===== config.mk =====
export PLATFORM = sky130hd
export DESIGN_NAME = bit_level_i2c_master
export DESIGN_NICKNAME = d
export VERILOG_FILES = /design/src/sv/i2cm_pkg.sv /design/src/sv/i2cm_step.sv /design/src/sv/bit_level_i2c_master.sv
export SDC_FILE = /design/constraint.sdc
export NUM_CORES = 1
export LEC_CHECK = 0
export BUFFER_PORTS_ARGS = -buffer_cell sky130_fd_sc_hd__buf_2
export CORE_AREA = 2 2 91 102
export DETAILED_ROUTE_END_ITERATION = 7
export DIE_AREA = 0 0 93 104
export GPL_TIMING_DRIVEN = 1
export HOLD_SLACK_MARGIN = 0.12
export PLACE_DENSITY = 0.84
export SYNTH_ARGS = -nofsm -noshare
export SYNTH_HDL_FRONTEND = slang
export SYNTH_SLANG_ARGS = --single-unit

===== constraint.sdc =====
create_clock -name clk -period 4.4 [get_ports clk]
set_clock_uncertainty 0.05 [all_clocks]
set_input_delay 0.44 -clock clk [delete_from_list [all_inputs] [get_ports clk]]
set_output_delay 0.44 -clock clk [all_outputs]
set_load 0.03 [all_outputs]

===== src/sv/i2cm_pkg.sv =====
`timescale 1ns / 1ps
// Shared types and constants for the bit-level I2C master.
// No dependencies; imported by i2cm_step and bit_level_i2c_master.
package i2cm_pkg;

	typedef logic [2:0] func_t;
	typedef logic [4:0] phase_t;
	typedef logic [4:0] wait_t;

	localparam func_t FUNC_NONE  = 3'd0;
	localparam func_t FUNC_START = 3'd1;
	localparam func_t FUNC_STOP  = 3'd2;
	localparam func_t FUNC_WRITE = 3'd3;
	localparam func_t FUNC_READ  = 3'd4;

	localparam phase_t PH_IDLE       = 5'd0;
	localparam phase_t PH_ST_SCL_HI  = 5'd1;
	localparam phase_t PH_ST_SDA_HI  = 5'd2;
	localparam phase_t PH_ST_SDA_LO  = 5'd3;
	localparam phase_t PH_ST_SCL_LO  = 5'd4;
	localparam phase_t PH_SP_SCL_HI  = 5'd5;
	localparam phase_t PH_SP_SDA_LO  = 5'd6;
	localparam phase_t PH_SP_SDA_HI  = 5'd7;
	localparam phase_t PH_SP_SCL_LO  = 5'd8;
	localparam phase_t PH_WR_DATA    = 5'd9;
	localparam phase_t PH_WR_SCL_HI  = 5'd10;
	localparam phase_t PH_WR_SCL_LO  = 5'd11;
	localparam phase_t PH_WR_REL     = 5'd12;
	localparam phase_t PH_WR_ACK_HI  = 5'd13;
	localparam phase_t PH_WR_ACK_SMP = 5'd14;
	localparam phase_t PH_WR_RETAKE  = 5'd15;
	localparam phase_t PH_WR_SDA_LO  = 5'd16;
	localparam phase_t PH_RD_REL     = 5'd17;
	localparam phase_t PH_RD_SAMPLE  = 5'd18;
	localparam phase_t PH_RD_SCL_LO  = 5'd19;
	localparam phase_t PH_RD_RETAKE  = 5'd20;
	localparam phase_t PH_RD_ACK     = 5'd21;
	localparam phase_t PH_RD_ACK_HI  = 5'd22;
	localparam phase_t PH_RD_END     = 5'd23;

	localparam wait_t WAIT_NONE = 5'd0;
	localparam wait_t WAIT_5    = 5'd5;
	localparam wait_t WAIT_10   = 5'd10;
	localparam wait_t WAIT_15   = 5'd15;
	localparam wait_t WAIT_20   = 5'd20;

	localparam logic [9:0] UNIT_TICKS_RESET = 10'd60;
	localparam logic [2:0] LAST_BIT         = 3'd7;

	// One tick of input: command plus sampled line level.
	typedef struct packed {
		func_t      func;
		logic [7:0] wr_data;
		logic       master_ack;
		logic       sda_in;
	} i2cm_item_t;

	// Sequencer state, except the unit tick counter whose width is a parameter.
	typedef struct packed {
		phase_t     phase_step;
		wait_t      wait_units;
		logic [2:0] bit_index;
		logic [7:0] shift_byte;
		func_t      active_command;
		logic       ack_to_send;
		logic       ack_seen;
		logic       scl_level;
		logic       sda_level;
		logic       sda_drive;
		logic [7:0] read_result;
	} i2cm_state_t;

	localparam i2cm_state_t STATE_RESET = '{
		phase_step:     PH_IDLE,
		wait_units:     WAIT_NONE,
		bit_index:      3'd0,
		shift_byte:     8'd0,
		active_command: FUNC_NONE,
		ack_to_send:    1'b0,
		ack_seen:       1'b0,
		scl_level:      1'b1,
		sda_level:      1'b1,
		sda_drive:      1'b1,
		read_result:    8'd0
	};

endpackage


===== src/sv/i2cm_step.sv =====
`timescale 1ns / 1ps
// Next-state logic of the I2C master for one tick: command start, unit timing,
// phase actions and phase sequencing. Depends on i2cm_pkg.
module i2cm_step #(
	parameter int UNIT_COUNT_WIDTH = 10
) (
	input  i2cm_pkg::i2cm_state_t        cur,
	input  logic [UNIT_COUNT_WIDTH-1:0]  cur_cnt,
	input  i2cm_pkg::i2cm_item_t         item,
	input  logic [9:0]                   unit_ticks,
	output i2cm_pkg::i2cm_state_t        nxt,
	output logic [UNIT_COUNT_WIDTH-1:0]  nxt_cnt,
	output logic                         done
);
	import i2cm_pkg::*;

	localparam int CW = (UNIT_COUNT_WIDTH > 10) ? UNIT_COUNT_WIDTH : 10;

	logic [CW-1:0]               cmask;
	logic [CW-1:0]               ut_ext;
	logic [CW-1:0]               ulen;
	logic [UNIT_COUNT_WIDTH-1:0] cnt_inc;
	logic                        run;
	phase_t                      st;
	wait_t                       w;

	assign cmask   = CW'({UNIT_COUNT_WIDTH{1'b1}});
	assign ut_ext  = CW'(unit_ticks);
	assign cnt_inc = cur_cnt + 1'b1;

	// Clamp unit length into [1, counter max].
	always_comb begin
		if (ut_ext == '0) begin
			ulen = CW'(1);
		end else if (ut_ext > cmask) begin
			ulen = cmask;
		end else begin
			ulen = ut_ext;
		end
	end

	always_comb begin
		nxt     = cur;
		nxt_cnt = cur_cnt;
		done    = 1'b0;
		run     = 1'b0;
		st      = PH_IDLE;
		w       = WAIT_NONE;

		if (cur.phase_step == PH_IDLE) begin
			case (item.func) inside
				FUNC_START, FUNC_STOP, FUNC_WRITE, FUNC_READ: begin
					nxt.active_command = item.func;
					nxt.bit_index      = 3'd0;
					run                = 1'b1;
				end
				default: ;
			endcase
			case (item.func)
				FUNC_START: st = PH_ST_SCL_HI;
				FUNC_STOP:  st = PH_SP_SCL_HI;
				FUNC_WRITE: begin
					nxt.shift_byte = item.wr_data;
					st             = PH_WR_DATA;
				end
				FUNC_READ: begin
					nxt.shift_byte  = 8'd0;
					nxt.ack_to_send = item.master_ack;
					st              = PH_RD_REL;
				end
				default: st = PH_IDLE;
			endcase
		end else if (CW'(cnt_inc) >= ulen) begin
			// One unit elapsed; advance the phase when the wait runs out.
			nxt_cnt = '0;
			if (cur.wait_units != WAIT_NONE) begin
				nxt.wait_units = cur.wait_units - 5'd1;
			end
			if (nxt.wait_units == WAIT_NONE) begin
				run = 1'b1;
				unique case (cur.phase_step) inside
					PH_ST_SCL_LO, PH_SP_SCL_LO, PH_WR_SDA_LO, PH_RD_END: st = PH_IDLE;
					PH_WR_SCL_LO, PH_RD_SCL_LO: begin
						if (cur.bit_index == LAST_BIT) begin
							st = cur.phase_step + 5'd1;
						end else begin
							nxt.bit_index = cur.bit_index + 3'd1;
							st = (cur.phase_step == PH_WR_SCL_LO) ? PH_WR_DATA : PH_RD_SAMPLE;
						end
					end
					default: st = (cur.phase_step > PH_RD_END) ? PH_IDLE
					                                           : cur.phase_step + 5'd1;
				endcase
			end
		end else begin
			nxt_cnt = cnt_inc;
		end

		if (run) begin
			if (st != PH_IDLE) begin
				nxt.phase_step = st;
				unique case (st)
					PH_ST_SCL_HI:  begin nxt.scl_level = 1'b1; w = WAIT_10; end
					PH_ST_SDA_HI:  begin nxt.sda_level = 1'b1; w = WAIT_20; end
					PH_ST_SDA_LO:  begin nxt.sda_level = 1'b0; w = WAIT_10; end
					PH_ST_SCL_LO:  begin nxt.scl_level = 1'b0; w = WAIT_10; end
					PH_SP_SCL_HI:  begin nxt.scl_level = 1'b1; w = WAIT_5;  end
					PH_SP_SDA_LO:  begin nxt.sda_level = 1'b0; w = WAIT_10; end
					PH_SP_SDA_HI:  begin nxt.sda_level = 1'b1; w = WAIT_10; end
					PH_SP_SCL_LO:  begin nxt.scl_level = 1'b0; w = WAIT_10; end
					PH_WR_DATA: begin
						nxt.sda_level = nxt.shift_byte[LAST_BIT - nxt.bit_index];
						w = WAIT_10;
					end
					PH_WR_SCL_HI:  begin nxt.scl_level = 1'b1; w = WAIT_10; end
					PH_WR_SCL_LO:  begin nxt.scl_level = 1'b0; w = WAIT_10; end
					PH_WR_REL:     begin nxt.sda_drive = 1'b0; w = WAIT_10; end
					PH_WR_ACK_HI:  begin nxt.scl_level = 1'b1; w = WAIT_5;  end
					PH_WR_ACK_SMP: begin
						nxt.ack_seen  = ~item.sda_in;
						nxt.scl_level = 1'b0;
						w = WAIT_20;
					end
					PH_WR_RETAKE:  begin nxt.sda_drive = 1'b1; w = WAIT_10; end
					PH_WR_SDA_LO:  begin nxt.sda_level = 1'b0; w = WAIT_NONE; end
					PH_RD_REL:     begin nxt.sda_drive = 1'b0; w = WAIT_10; end
					PH_RD_SAMPLE: begin
						nxt.shift_byte = {nxt.shift_byte[6:0], item.sda_in};
						nxt.scl_level  = 1'b1;
						w = WAIT_10;
					end
					PH_RD_SCL_LO:  begin nxt.scl_level = 1'b0; w = WAIT_15; end
					PH_RD_RETAKE:  begin nxt.sda_drive = 1'b1; w = WAIT_10; end
					PH_RD_ACK:     begin nxt.sda_level = ~nxt.ack_to_send; w = WAIT_10; end
					PH_RD_ACK_HI:  begin nxt.scl_level = 1'b1; w = WAIT_10; end
					PH_RD_END:     begin nxt.scl_level = 1'b0; w = WAIT_10; end
					default:       w = WAIT_NONE;
				endcase
			end
			// A phase without wait only ever leads back to idle, so finish here.
			if (w == WAIT_NONE) begin
				if (nxt.active_command == FUNC_READ) begin
					nxt.read_result = nxt.shift_byte;
				end
				nxt.phase_step     = PH_IDLE;
				nxt.active_command = FUNC_NONE;
				nxt.wait_units     = WAIT_NONE;
				nxt_cnt            = '0;
				done               = 1'b1;
			end else begin
				nxt.wait_units = w;
				nxt_cnt        = '0;
			end
		end
	end

endmodule


===== src/sv/bit_level_i2c_master.sv =====
`timescale 1ns / 1ps
// Top level of the bit-level I2C master: input register, sequencer state,
// result register and configuration register. Depends on i2cm_pkg, i2cm_step.
//
//  channel   | direction | tdata / tuser contents                        | accept
//  ----------+-----------+-----------------------------------------------+--------------
//  s_axis    | in        | tdata: wr_data, master_ack, sda_in; tuser: func | tvalid&tready
//  m_axis    | out       | tdata: scl, sda_out, sda_oe, busy_res,        | tvalid&tready
//            |           |        done_res, ack_ok, rd_data              |
//  cfg       | in        | cfg_wr_data = unit_ticks                      | cfg_wr_en
//
// Each request (one bus tick) passes through the input register, then through the
// sequencer logic into the result register. One request is taken every cycle
// while the result side keeps up; the only limit is the result register, which
// holds when m_axis stalls, and then the input register fills and s_axis_tready drops.
// Reset clears the sequencer to idle with SCL and SDA driven high and
// unit_ticks at 60; no clearing pass is needed.
module bit_level_i2c_master #(
	parameter int UNIT_COUNT_WIDTH = 10
) (
	input  logic        clk,
	input  logic        arst_n,
	input  logic        s_axis_tvalid,
	output logic        s_axis_tready,
	input  logic [15:0] s_axis_tdata,  // [7:0] wr_data, [8] master_ack, [9] sda_in, rest zero
	input  logic [2:0]  s_axis_tuser,  // [2:0] func
	output logic        m_axis_tvalid,
	input  logic        m_axis_tready,
	output logic [15:0] m_axis_tdata,  // [0] scl, [1] sda_out, [2] sda_oe, [3] busy_res,
	                                   // [4] done_res, [5] ack_ok, [13:6] rd_data, rest zero
	input  logic        cfg_wr_en,
	input  logic [9:0]  cfg_wr_data
);
	import i2cm_pkg::*;

	i2cm_item_t                  item_s1;
	logic                        valid_s1;
	i2cm_state_t                 state_q;
	logic [UNIT_COUNT_WIDTH-1:0] cnt_q;
	logic [9:0]                  unit_ticks_q;
	logic [15:0]                 res_q;
	logic                        res_valid_q;

	i2cm_state_t                 state_nxt;
	logic [UNIT_COUNT_WIDTH-1:0] cnt_nxt;
	logic                        done_nxt;
	logic                        out_free;
	logic                        advance;

	// The result register is free when empty or being drained this cycle.
	assign out_free      = !res_valid_q || m_axis_tready;
	assign advance       = valid_s1 && out_free;
	assign s_axis_tready = !valid_s1 || out_free;

	assign m_axis_tvalid = res_valid_q;
	assign m_axis_tdata  = res_q;

	// Hold the configuration; a write applies from the next tick the sequencer processes.
	always_ff @(posedge clk or negedge arst_n) begin
		if (!arst_n) begin
			unit_ticks_q <= UNIT_TICKS_RESET;
		end else if (cfg_wr_en) begin
			unit_ticks_q <= cfg_wr_data;
		end
	end

	// Input register: take a request whenever the stage is empty or moves on.
	always_ff @(posedge clk or negedge arst_n) begin
		if (!arst_n) begin
			valid_s1 <= 1'b0;
		end else if (s_axis_tready) begin
			valid_s1 <= s_axis_tvalid;
		end
	end

	always_ff @(posedge clk) begin
		if (s_axis_tready && s_axis_tvalid) begin
			item_s1.func       <= s_axis_tuser;
			item_s1.wr_data    <= s_axis_tdata[7:0];
			item_s1.master_ack <= s_axis_tdata[8];
			item_s1.sda_in     <= s_axis_tdata[9];
		end
	end

	i2cm_step #(
		.UNIT_COUNT_WIDTH(UNIT_COUNT_WIDTH)
	) u_step (
		.cur        (state_q),
		.cur_cnt    (cnt_q),
		.item       (item_s1),
		.unit_ticks (unit_ticks_q),
		.nxt        (state_nxt),
		.nxt_cnt    (cnt_nxt),
		.done       (done_nxt)
	);

	// Sequencer state advances exactly once per tick, when its result is stored.
	always_ff @(posedge clk or negedge arst_n) begin
		if (!arst_n) begin
			state_q <= STATE_RESET;
			cnt_q   <= '0;
		end else if (advance) begin
			state_q <= state_nxt;
			cnt_q   <= cnt_nxt;
		end
	end

	// Result register: drop the valid flag once taken, unless refilled.
	always_ff @(posedge clk or negedge arst_n) begin
		if (!arst_n) begin
			res_valid_q <= 1'b0;
		end else if (out_free) begin
			res_valid_q <= valid_s1;
		end
	end

	always_ff @(posedge clk) begin
		if (advance) begin
			res_q <= {2'b00,
			          state_nxt.read_result,
			          state_nxt.ack_seen,
			          done_nxt,
			          (state_nxt.phase_step != PH_IDLE),
			          state_nxt.sda_drive,
			          state_nxt.sda_level,
			          state_nxt.scl_level};
		end
	end

endmodule

# After elaboration in Yosys (flattened, before gate mapping)
# Index checks and enable logic that the tools add are counted.
# totals
register_bits	86
inputBits	34
out_inout_bits	18
word_cells	149
# classes
addsub	5
magnitude_cmp	4
eq_ne	36
mux	53
n_bitwise	2
reduce_logical	28
# op_table
operator	count
two-way mux 5 bit	15
two-way mux 10 bit	6
equality test 5 bit (second input constant)	11
equality test 5 x 4 -> 1 bit (second input constant)	10
two-way mux 8 bit	5
case mux 5 bit (4 select lines)	2
equality test 5 x 3 -> 1 bit (second input constant)	5
two-way mux 12 bit	2
two-way mux 3 bit	7
OR reduction 17 bit	1
case mux 8 bit (2 select lines)	1
zero test 5 bit	3
nonzero test 5 bit	3
OR reduction 2 bit	6
OR reduction 6 bit	2
two-way mux 11 bit	1
adder 10 x 1 -> 10 bit (second input constant)	1
equality test 5 x 2 -> 1 bit (second input constant)	2
>= comparator 10 bit	1
> comparator 10 bit (second input constant)	1
zero test 10 bit	1
case mux 5 bit (2 select lines)	1
equality test 3 bit (second input constant)	3
two-way mux 1 bit	8
other kinds (23)	30

# Depth between registers and ports, before layout
# Gate-level depths: netlist of run 1.
# logic_depth
ltp_word	19
ltp_mapped	17

# By module
# Synthesis of run 1 repeated with hierarchy kept, for this count alone.
# hier_totals
cells_unflattened	490
area_unflattened_um2	5400.2
# modules_own_cells
module	n_inst	cells_per_inst	area_each_um2	seq_area_each_um2
bit_level_i2c_master	1	162	3139.3	2296.0
i2cm_step	1	328	2260.9	0.0

# Worst setup path after synthesis of run 1
# OpenSTA, ideal clock, no wires.
# synth_timing
path_kind	register to register
start	reg cnt_q[0]
end	reg state_q[4] in the netlist's numbering
setup_time_ns	0.125
arrival_time_ns	3.766
setup_slack_ns	0.459
stages_incl_launch_ff	17
n_path_buf	1
synth_period_minus_slack_ns	3.941
cell_sequence	dfrtp_1 -> ha_1 -> nand3_1 -> nor2_1 -> nand3_1 -> xnor2_1 -> ha_1 -> o21ai_0 -> nor2_1 -> nor3_2 -> a21oi_1 -> a211oi_2 -> nand3_1 -> a221oi_4 -> and3_1 -> buf_4 -> mux2_2
# synth_between
elab_chain_cells	12
elab_cells_between_ends	41
classes_between	add/sub: 1; order compare: 1; eq/ne: 22; mux: 12; reduce/logical: 5
# synth_lines
item	line_no	source
from (decl)	bit_level_i2c_master.sv:39	logic [UNIT_COUNT_WIDTH-1:0] cnt_q;
from (signal assigned)	bit_level_i2c_master.sv:104	cnt_q <= cnt_nxt;
adder 10 x 1 -> 10 bit (*)	i2cm_step.sv:29	assign cnt_inc = cur_cnt + 1'b1;
>= comparator 10 bit (*)	i2cm_step.sv:73	end else if (CW'(cnt_inc) >= ulen) begin
two-way mux 5 bit	i2cm_step.sv:73	
two-way mux 5 bit	i2cm_step.sv:50	if (cur.phase_step == PH_IDLE) begin
equality test 5 x 2 -> 1 bit (tied with other cells)	i2cm_step.sv:102	unique case (st)
OR reduction 17 bit (no source line) or OR reduction 2 bit (tied branches)	n/a	
case mux 5 bit (4 select lines)	i2cm_step.sv:102	
two-way mux 5 bit	i2cm_step.sv:100	if (st != PH_IDLE) begin
two-way mux 5 bit	i2cm_step.sv:99	if (run) begin
zero test 5 bit	i2cm_step.sv:141	if (w == WAIT_NONE) begin
two-way mux 8 bit	i2cm_step.sv:141	
two-way mux 12 bit (*)	i2cm_step.sv:99	
to (signal assigned)	bit_level_i2c_master.sv:103	state_q <= state_nxt;
to (decl)	bit_level_i2c_master.sv:38	i2cm_state_t state_q;
# Mark *: on every way between the ends. The rest lies on a longest branch, timed or not. The select of a mux whose other input is x is not followed.
# A chain may end at the register's enable or synchronous reset.

==> summary.md, run 1 <==
| Metric | Value |
|---|---|
| CTS clock-pin slew for the worst setup and hold paths | `0.09 ns` |
| Initial Util | `59.0%` |
| CTS Hold Buffers Added | `0` |
| Slew headroom | `49.7%` |
| Global-route wire length before repair | `19.1 mm` |
| Flop-to-flop setup slack | `0.24 ns` |
| Leakage | `~0.0024 uW` |
| DR WL/cell | `around 16 um` |
| Drt pass-1 iters | `5` |
| Setup_tns | `0 ns` |
| P&R area growth vs syn | `11.0%` |
| Clk_lat worst skew | `about 0.38 ns` |
| Final Max Tran Viols | `0` |
| Tmin final | `4.16 ns` |
| Slew at the pin closest to its max-slew limit | `0.755 ns` |
| Die height | `104 um` |
| Most common cell after layout, fill and taps aside | `nand2_1` |
| Share of cells above drive strength 1 | `21.9%` |
| Mapped Cells | `524` |
| Diode count | `0` |
| Final worst path period share | `roughly 95%` |
| Synthesis Warnings | `0` |
| Worst path slowest cell | `dfrtp_1` |
| Worst Hold Slack | `0.169 ns` |
| CP peak stage delay | `0.45 ns` |
| Max clock buf depth | `2` |
| # setup viols final | `0` |
| Ys async rst share | `68.6%` |
| Number of global-route vias before repair | `4,174` |
| Pin count of the biggest net entering global routing | `60` |
| Crit path max fanout | `8` |
| Max Fclk | `0.240 GHz` |
| Std-Cell Rows | `36` |
| Total CTS buffers | `9` |
| Worst hold path class | `input pin to asynchronous set/reset pin` |
| Max H-tree Level | `3` |
| Worst EP required | `4.48 ns` |
| EDFF count, synth | `27` |
| Vias per cell | `6.08` |
| Final worst slack | `0.239 ns` |
| CP most frequent cell | `nand3_1` |
| Crit-path cells | `ha_1, nand3_1, nor2_1, nand3_1, xnor2_2, ha_1, o21ai_0, nor2_1, nor3_4, a21oi_1, a211oi_2, nand3_1, a221oi_4, buf_4, mux2_2` |
| Syn_area_per_cell | `9.73 um2` |
| Port-buffer cells | `43` |
| DRT antenna net count | `0` |
| Antenna violations before repair | `0` |
| Tot Pwr | `2620 uW` |
| Inst Count DP | `670` |
| Yosys cell types | `71` |
| Syn Std Cell Area | `between 5000 and 6000 um2` |
| Global route overflow | `0` |
| Drt initial violations | `349` |
| Core area | `8650 um2` |
| Crit. End Element | `flip-flop` |
| # IOs | `52` |
| Total Wirelength | `~11 mm` |
| Most frequent cells in the layout | `nand2_1 (64), dfrtp_1 (52), o21ai_0 (48)` |
| Final hold violation count | `0` |
| Crit path kind | `flip-flop to flip-flop` |
| Outcome | `finished clean` |
| Top FF cell, synth | `dfrtp_1` |
| CTS tree | `yes` |
| # clock sinks | `86` |
| Clock Tree Root | `clkbuf_8` |
| Die ar. | `9670 um2` |
| Drt drc | `0` |
| Gr usage total | `24.5%` |
| Max VDD drop | `0.305 mV` |
| Post-placement setup slack | `0.0252 ns` |
| PD cells | `approximately 460 nW/um2` |
| Routability congestion estimate | `0.914` |
| Detailed Place HPWL | `7.90 mm` |
| Critical path startpoint category | `flip-flop` |
| Die Width | `93 um` |
| Vias after detailed routing | `4,168` |
| Max Cap Viol | `0` |
| Fin cells | `686` |
| Sequential fraction of the synthesis area | `45.0%` |
| Crit path DAT | `4.24 ns` |
| #FFs+latches synth | `86` |
| Final nets | `616` |
## critical path: cells and delay by family (launching register included)
kind	cells	cell delay (ns)
compound gates	4	1.00
xor+xnor	1	0.17
fa+ha+maj	2	0.54
buf+inv	1	0.23
flops	1	0.45
mux	1	0.35
simple gates	6	1.13
## flip-flops by register name (all words and copies together), names as in the netlist
name           count
cnt_q             10
unit_ticks_q      10
valid_s1           1
m_axis_tdata      14
state_q           37
item_s1           13
m_axis_tvalid      1
## Yosys cell counts (4+ instances only)
| library cell | count | area [um2] |
|---|---|---|
| nand3_1 | 19 | 95.1 |
| inv_1 | 27 | 101 |
| nor2_1 | 36 | 135 |
| clkbuf_1 | 16 | 60.1 |
| mux2_1 | 6 | 67.6 |
| ha_1 | 15 | 188 |
| a211oi_1 | 6 | 45.0 |
| a21o_1 | 5 | 37.5 |
| buf_4 | 5 | 37.5 |
| xnor2_1 | 9 | 78.8 |
| a21oi_1 | 18 | 90.1 |
| o211ai_1 | 9 | 67.6 |
| mux2i_1 | 9 | 90.1 |
| nand2_1 | 64 | 240 |
| o21ai_0 | 48 | 240 |
| mux2_2 | 22 | 248 |
| buf_2 | 4 | 20.0 |
| dfstp_2 | 7 | 184 |
| and3_1 | 6 | 37.5 |
| dfrtp_1 | 52 | 1300 |
| nand2b_1 | 8 | 50.1 |
| nor3_1 | 14 | 70.1 |
| edfxtp_1 | 27 | 811 |
| a32o_1 | 12 | 120 |
| nand4_1 | 7 | 43.8 |
| a221oi_1 | 5 | 43.8 |
| nor2b_1 | 4 | 25.0 |
## per-layer routing
metal,up-vias,track usage [%],part of all wire [%]
li1,2011,-,-
met1,2013,31.0,42
met3,29,4.57,3.7
met5,-,0,0
met4,0,11.9,3.1
met2,115,40.3,51
## per-stage QoR
stage	instance area (um2)	util, %
CTS	5630	65.1
global placement	5440	62.9
detailed placement	5440	62.9
finish	5660	65.4
global route	5660	65.4
floorplan	5100	-
## final cells by class
| cell class | instances | area [um2] |
|---|---|---|
| multi-input combinational | 386 | 2620 |
| sequential | 86 | 2300 |
| inverter | 27 | 101 |
| tap | 114 | 143 |
| timing repair buffer | 57 | 320 |
| clock inverter | 7 | 57.6 |
| fill | 683 | 2990 |
| clock buffer | 9 | 124 |
## kinds of logic (layout without fill, tap and decap cells)
kind of cell    Yosys count  after routing  synth area share [%]
other cells               1              2                0.0735
fa+ha+maj                15             15                  3.68
flops                    86             86                  45.0
xor+xnor                 12             12                  2.06
simple gates            184            184                  17.9
mux                      37             37                  7.95
buf+inv                  53            100                  4.37
compound gates          136            136                  18.9
## report_power, final
group	total [uW]	internal, uW	switching (uW)
sequential	1100	983	116
combinational	1010	377	629
clock	515	211	303
## path summary, 6_finish.rpt
path | to | cells after the start | startpoint
setup / recovery | m_axis_tdata[13] | 15 | cnt_q[0]
hold / removal | m_axis_tvalid | 2 | arst_n
setup reg to reg | m_axis_tdata[13] | 15 | cnt_q[0]
hold reg to reg | state_q[20] | 2 | state_q[20]
max in group asynchronous | state_q[2] | 2 | arst_n
min in group clk | item_s1[4] | 1 | s_axis_tdata[2]
## repair_timing
action,CTS,global route
pin swaps,0,1
buffers inserted,0,0
resized for setup,1,6
gates cloned,0,0
setup endpoints to repair,5,18
No activity file was read; power rests on OpenSTA's default activity.
==> inputs of run 2 (changes only) <==
- RECOVER_POWER: unset -> 25
==> run 2 against run 1 <==
  * The flow now finishes with violations (capacitance limit, slew limit)
  * Register-to-register slack about the same
  * Clock power hardly changed
  * Routed wire length about the same
  * Via count increased by 0.31%
  * Sequential share of layout area is essentially flat
  * Final cell count did not move
  * Fmax decreased by 0.31%
  * Flip-flop and latch count unchanged
  * First-iteration DRC count stayed put
  * Combinational power hardly changed
  * Critical path type unchanged
  * Critical endpoint unchanged
  * Largest cell class unchanged
  * Largest power group unchanged
==> summary.md, run 2 (same netlist as run 1, synthesis figures left out) <==
| Metric | Value |
|---|---|
| Post-placement setup slack | `0.0252 ns (unchanged)` |
| Worst r2r path cells | `15 (unchanged)` |
| Die height | `104 um (unchanged)` |
| Vias after detailed routing | `4,181 (+0.31%)` |
| Worst hold path class | `input pin to flip-flop` |
| Clock Tree Root | `clkbuf_8` |
| RR Endpoint | `m_axis_tdata[13]` |
| Routability congestion estimate | `0.914 (unchanged)` |
| CTS Hold Buffers Added | `0 (unchanged)` |
| Most frequent cells in the layout | `nand2_1 (64), dfrtp_1 (52), o21ai_0 (48)` |
| Final core utilization | `65.4% (about the same)` |
| Total Wirelength | `11.2 mm (about the same)` |
| Crit path DAT | `4.26 ns (+0.02 ns)` |
| Drt pass-1 iters | `5 (unchanged)` |
| Largest delay share family, worst path | `simple AND/OR/NAND/NOR gates` |
| Fin cells | `686 (unchanged)` |
| PD cells | `463 nW/um2 (about the same)` |
| Diode count | `0 (unchanged)` |
| Core area | `8650 um2 (unchanged)` |
| Global Route met2 Usage | `40.3% (unchanged)` |
| Worst EP required | `4.48 ns (about the same)` |
| Max clock buf depth | `2 (unchanged)` |
| Worst path slowest cell | `dfrtp_1` |
| Die ar. | `9670 um2 (unchanged)` |
| Crit path kind | `flip-flop to flip-flop` |
| Most used routing layer | `met2` |
| Crit path max fanout | `8 (unchanged)` |
| Crit. End Element | `flip-flop` |
| Max Cap Viol | `1 (+1)` |
| FF/Latch Area | `2300 um2 (unchanged)` |
| Tmin final | `4.17 ns (+0.0130 ns)` |
| Gr usage total | `24.5% (unchanged)` |
| Initial Util | `59.0% (unchanged)` |
| Die Width | `93 um (unchanged)` |
| # Post-CTS Setup Buffers | `0 (unchanged)` |
| Antenna violations before repair | `0 (unchanged)` |
| Reg with most FFs | `state_q` |
| Detailed Place HPWL | `7.90 mm (unchanged)` |
| DR WL/cell | `16.3 um (about the same)` |
| # clock sinks | `86 (unchanged)` |
| Drt drc | `0 (unchanged)` |
| Drt initial violations | `349 (unchanged)` |
| Total CTS buffers | `9 (unchanged)` |
| Most common cell after layout, fill and taps aside | `nand2_1` |
| Share of cells above drive strength 1 | `21.5% (-0.35 points)` |
| DRT antenna net count | `0 (unchanged)` |
| Std-Cell Rows | `36 (unchanged)` |
| Final nets | `616 (unchanged)` |
| Tot Pwr | `2620 uW (about the same)` |
| Multi-input gate area | `2620 um2 (unchanged)` |
| Hold Path Stages | `1` |
| R2r startpoint | `cnt_q[0]` |
| CTS clock-pin slew for the worst setup and hold paths | `0.09 ns (about the same)` |
| Slew at the pin closest to its max-slew limit | `3.15 ns (+2.40 ns)` |
| Largest register FFs | `37 (unchanged)` |
| Vias per cell | `6.09 (+0.31%)` |
| Flop-to-flop setup slack | `0.23 ns (about the same)` |
| Max VDD drop | `0.305 mV (about the same)` |
| CTS tree | `yes` |
| # IOs | `52 (unchanged)` |
| Final hold violation count | `0 (unchanged)` |
| Crit-path cells | `ha_1, nand3_1, nor2_1, nand3_1, xnor2_2, ha_1, o21ai_0, nor2_1, nor3_4, a21oi_1, a211oi_2, nand3_1, a221oi_4, buf_4, mux2_2` |
| Final worst path period share | `94.9% (+0.29 points)` |
| M1 GR Usage | `31.0% (unchanged)` |
| Slew headroom | `-110% (-160 points)` |
| Max H-tree Level | `3 (unchanged)` |
| Failing checks | `capacitance limit, slew limit` |
| CP most frequent cell | `nand3_1` |
| Number of global-route vias before repair | `4,174 (unchanged)` |
| Fillcell total | `686 (+0.44%)` |
| Final Max Tran Viols | `60 (+60)` |
| Clk_lat worst skew | `0.38 ns (about the same)` |
| Max Fclk | `0.240 GHz (-0.31%)` |
| Met3 Resource Use GR | `4.57% (unchanged)` |
| CP bufs+invs | `1 (unchanged)` |
| Hold Path End | `item_s1[4]` |
| HP Start | `s_axis_tdata[2]` |
| Pin count of the biggest net entering global routing | `60 (unchanged)` |
| P&R area growth vs syn | `10.9% (about the same)` |
| Port-buffer cells | `43 (unchanged)` |
| CP peak stage delay | `0.45 ns (about the same)` |
| # setup viols final | `0 (unchanged)` |
| Outcome | `complete, but fails checks` |
| Leakage | `0.00240 uW (-0.26%)` |
| Critical path startpoint category | `flip-flop` |
| Global route overflow | `0 (unchanged)` |
| Final worst slack | `0.226 ns (-0.0130 ns)` |
| Global-route wire length before repair | `19.1 mm (unchanged)` |
| Inst Count DP | `670 (unchanged)` |
==> run 2: cell types whose count changed in the layout (fill, tap and decap cells not counted) <==
cell / delta
buf_4: -1
clkbuf_1: +2
buf_2: -1
==> run 2: worst max path at each step <==
stage,from,endpoint,slack (ns),cells after the start
4_1_cts,cnt_q[0],state_q[2],0.07,15
5_1_grt,cnt_q[0],state_q[30],-0.02,17
6_report,cnt_q[0],m_axis_tdata[13],0.23,15
3_3_place_gp,cnt_q[0],state_q[5],0.18,15
3_5_place_dp,cnt_q[0],state_q[6],0.03,15
2_1_floorplan,cnt_q[0],state_q[4],0.46,16
==> run 2: cell type report <==
class,count,share of cell area (%)
clock buffer,9,2.19
multi-input combinational,386,46.3
inverter,27,1.79
sequential,86,40.6
tap,114,2.52
timing repair buffer,57,5.58
clock inverter,7,1.02
==> run 2: metal layers <==
| metal | share of wire [%] | wire length [um] | vias to the layer above |
|---|---|---|---|
| met1 | 41 | 4590 | 2004 |
| met3 | 4.5 | 501 | 33 |
| li1 | - | - | 2007 |
| met4 | 3.3 | 365 | 0 |
| met5 | 0 | 0 | - |
| met2 | 51 | 5710 | 137 |
==> run 2: stage by stage <==
stage | TNS, ns | hold slack (ns) | area [um2]
after floorplan | 0 | 0.0944 | 5100
after global placement | 0 | 0.409 | 5440
after detailed placement | 0 | 0.407 | 5440
after CTS | 0 | 0.182 | 5630
after global routing | -0.0226 | 0.180 | 5650
final | 0 | 0.189 | 5650
==> run 2: worst register-to-register path, stage by stage (launching register included) <==
cell and delay, ns:
dfrtp_1 0.45, ha_1 0.22, nand3_1 0.12, nor2_1 0.19, nand3_1 0.14, xnor2_2 0.17
ha_1 0.32, o21ai_0 0.20, nor2_1 0.10, nor3_4 0.40, a21oi_1 0.19, a211oi_2 0.25
nand3_1 0.18, a221oi_4 0.38, buf_4 0.23, mux2_2 0.35
==> run 2: where the power goes <==
group | switching (uW) | total [uW] | internal [uW] | leakage [uW]
registers | 116 | 1100 | 983 | 0.00102
clock network | 302 | 514 | 211 | 0.0000877
logic | 630 | 1010 | 377 | 0.00129
==> run 2: timing repair <==
| item | 4_1_cts | 5_1_grt |
|---|---|---|
| resized for setup | 1 | 6 |
| setup endpoints to repair | 5 | 18 |
| pin swaps | 0 | 1 |
==> inputs of run 3 (changes only) <==
- CORE_AREA: 2 2 91 102 -> 2 2 96 107
- DIE_AREA: 0 0 93 104 -> 0 0 98 109
- PLACE_DENSITY: 0.84 -> 0.8
- clock period: 4.4 -> 3.7 ns (I/O delays scaled with it)
==> run 3 against run 2 <==
  * The run ends with capacitance limit, slew limit, setup timing left
  * Final cell count is 7.9% higher
  * Sequential share of layout area is 4.3 points lower
  * Power is 35% higher
  * Worst hold slack worse by 0.044 ns
  * Largest cell class unchanged
==> summary.md, run 3 (same netlist as run 1, synthesis figures left out) <==
| Metric | Value |
|---|---|
| RSZ-0062 raised after global routing | `yes` |
| Fin cells | `740 (+7.9%)` |
| Final Max Tran Viols | `47 (-22%)` |
| Most common cell after layout, fill and taps aside | `nand2_1` |
| Crit path max fanout | `8 (unchanged)` |
| Sw Share | `39.0% (-1.1 points)` |
| Initial Util | `52.8% (-6.1 points)` |
| Final worst slack | `-0.214 ns (-0.439 ns)` |
| Final worst path period share | `106% (+11 points)` |
| DR WL/cell | `17.9 um (+9.9%)` |
| Detailed Place HPWL | `8.75 mm (+11%)` |
| PD cells | `556 nW/um2 (+20%)` |
| Worst EP required | `3.78 ns (-0.70 ns)` |
| Total CTS buffers | `9 (unchanged)` |
| Total Wirelength | `13.2 mm (+19%)` |
| Crit path DAT | `3.99 ns (-0.27 ns)` |
| Internal power | `2150 uW (+37%)` |
| Most frequent cells in the layout | `nand2_1 (62), dfrtp_1 (50), o21ai_0 (46), buf_4 (46), buf_2 (42)` |
| Crit. End Element | `flip-flop` |
| Max H-tree Level | `3 (unchanged)` |
| Drt initial violations | `451 (+29%)` |
| Combinational Power Share | `40.4% (+2.0 points)` |
| Final hold violation count | `0 (unchanged)` |
| Pin count of the biggest net entering global routing | `51 (-15%)` |
| Port-buffer cells | `43 (unchanged)` |
| Core area | `9650 um2 (+12%)` |
| Net Sw Power | `1370 uW (+31%)` |
| Leakage | `0.00272 uW (+13%)` |
| Clock Power Share | `21.9% (+2.3 points)` |
| Final core utilization | `65.6% (+0.25 points)` |
| Failing checks | `capacitance limit, slew limit, setup timing` |
| Slew at the pin closest to its max-slew limit | `2.70 ns (-0.452 ns)` |
| Worst hold path class | `input pin to flip-flop` |
| Tmin final | `3.91 ns (-0.261 ns)` |
| Outcome | `complete, but fails checks` |
| DRT antenna net count | `0 (unchanged)` |
| Clock Tree Root | `clkbuf_8` |
| Gr usage total | `25.4% (+0.91 points)` |
| Reg power frac | `37.8% (-4.2 points)` |
| Die ar. | `10,700 um2 (+10%)` |
| Crit path kind | `flip-flop to flip-flop` |
| # IOs | `52 (unchanged)` |
| Global-route wire length before repair | `21.4 mm (+12%)` |
| Share of cells above drive strength 1 | `29.7% (+8.2 points)` |
| Global route overflow | `0 (unchanged)` |
| Critical path startpoint category | `flip-flop` |
| Clk_lat worst skew | `0.39 ns (about the same)` |
| Largest register FFs | `37 (unchanged)` |
| P&R area growth vs syn | `24.2%` |
| # setup viols final | `25 (+25)` |
| Diode count | `0 (unchanged)` |
| CTS clock-pin slew for the worst setup and hold paths | `0.09 ns (about the same)` |
| Final nets | `664 (+7.8%)` |
| Max Fclk | `0.256 GHz (+6.7%)` |
| Drt pass-1 iters | `6 (+1)` |
| Antenna violations before repair | `0 (unchanged)` |
| Drt drc | `0 (unchanged)` |
| Inst Count DP | `705 (+5.2%)` |
| Slew headroom | `-79.9% (+30 points)` |
| Reg with most FFs | `state_q` |
| Vias per cell | `6.08 (-0.18%)` |
| Std-Cell Rows | `38 (+5.6%)` |
| # clock sinks | `86 (unchanged)` |
| CTS tree | `yes` |
| Routability congestion estimate | `0.887 (-3.0%)` |
| Number of global-route vias before repair | `4,559 (+9.2%)` |
| Die height | `109 um (+4.8%)` |
| Max clock buf depth | `2 (unchanged)` |
| Max VDD drop | `0.362 mV (+19%)` |
| Die Width | `98 um (+5.4%)` |
| Max Cap Viol | `1 (unchanged)` |
| Vias after detailed routing | `4,502 (+7.7%)` |
-- run 3: power groups by stage --
stage	sequential (uW)	clock [uW]	combinational, uW
2_1_floorplan	1340	0	922
3_3_place_gp	1320	0	1230
3_5_place_dp	1330	0	1270
4_1_cts	1310	780	1350
5_1_grt	1350	824	1550
6_report	1330	771	1420
-- run 3: repair_timing --
action                                  in CTS  in global routing
endpoints found under the setup margin      26                 34
endpoints found under the hold margin       13                  0
setup buffers                                4                  3
resized for setup                           21                 21
pin swaps                                   15                  4
hold buffers                                13                  0
-- run 3: final timing paths --
| path | slack [ns] | cells after the start | to | from |
|---|---|---|---|---|
| min in group asynchronous | 0.77 | 1 | state_q[34] | arst_n |
| max | -0.21 | 12 | m_axis_tdata[10] | cnt_q[1] |
| max in group asynchronous | 1.29 | 1 | state_q[22] | arst_n |
| min reg2reg | 0.44 | 1 | state_q[15] | state_q[15] |
| max reg2reg | -0.21 | 12 | m_axis_tdata[10] | cnt_q[1] |
| min | 0.15 | 3 | unit_ticks_q[4] | cfg_wr_data[4] |
-- run 3: through the flow --
| stage | cell area (um2) | setup TNS, ns | power [uW] | setup WS, ns | hold slack (ns) |
|---|---|---|---|---|---|
| 3_3_place_gp | 5730 | -1.97 | 2550 | -0.135 | 0.410 |
| 2_1_floorplan | 5150 | -0.659 | 2260 | -0.0903 | 0.0244 |
| 5_1_grt | 6330 | -8.11 | 3720 | -0.337 | 0.147 |
| 3_5_place_dp | 5730 | -3.76 | 2600 | -0.240 | 0.407 |
| 6_report | 6330 | -3.26 | 3520 | -0.214 | 0.145 |
| 4_1_cts | 6230 | -1.47 | 3440 | -0.117 | 0.142 |
-- run 3: cell type report --
| type | count | area, um2 |
|---|---|---|
| Clock buffer | 9 | 124 |
| Clock inverter | 7 | 105 |
| Fill cell | 723 | 3320 |
| Inverter | 27 | 101 |
| Multi-Input combinational cell | 386 | 2820 |
| Sequential cell | 86 | 2300 |
| Tap cell | 120 | 150 |
| Timing Repair Buffer | 105 | 732 |
-- run 3: critical path, cell delays in order (launching register included) --
cell	delay [ns]
dfrtp_2	0.43
and3_4	0.21
nand3_4	0.09
nor2_4	0.12
nand4_1	0.16
xnor2_2	0.18
ha_1	0.30
nand4_1	0.13
a211o_2	0.40
a221oi_2	0.59
nand4_4	0.32
mux2_2	0.39
mux2_2	0.29
-- run 3: per-layer routing --
layer / wire length (um) / share of wire, % / vias to the layer above / track usage, %
met2: 6610 / 50 / 203 / 44.3
met4: 640 / 4.8 / 0 / 13.7
met3: 837 / 6.3 / 60 / 6.47
li1: - / - / 2098 / -
met5: 0 / 0 / - / 0
met1: 5140 / 39 / 2141 / 28.7
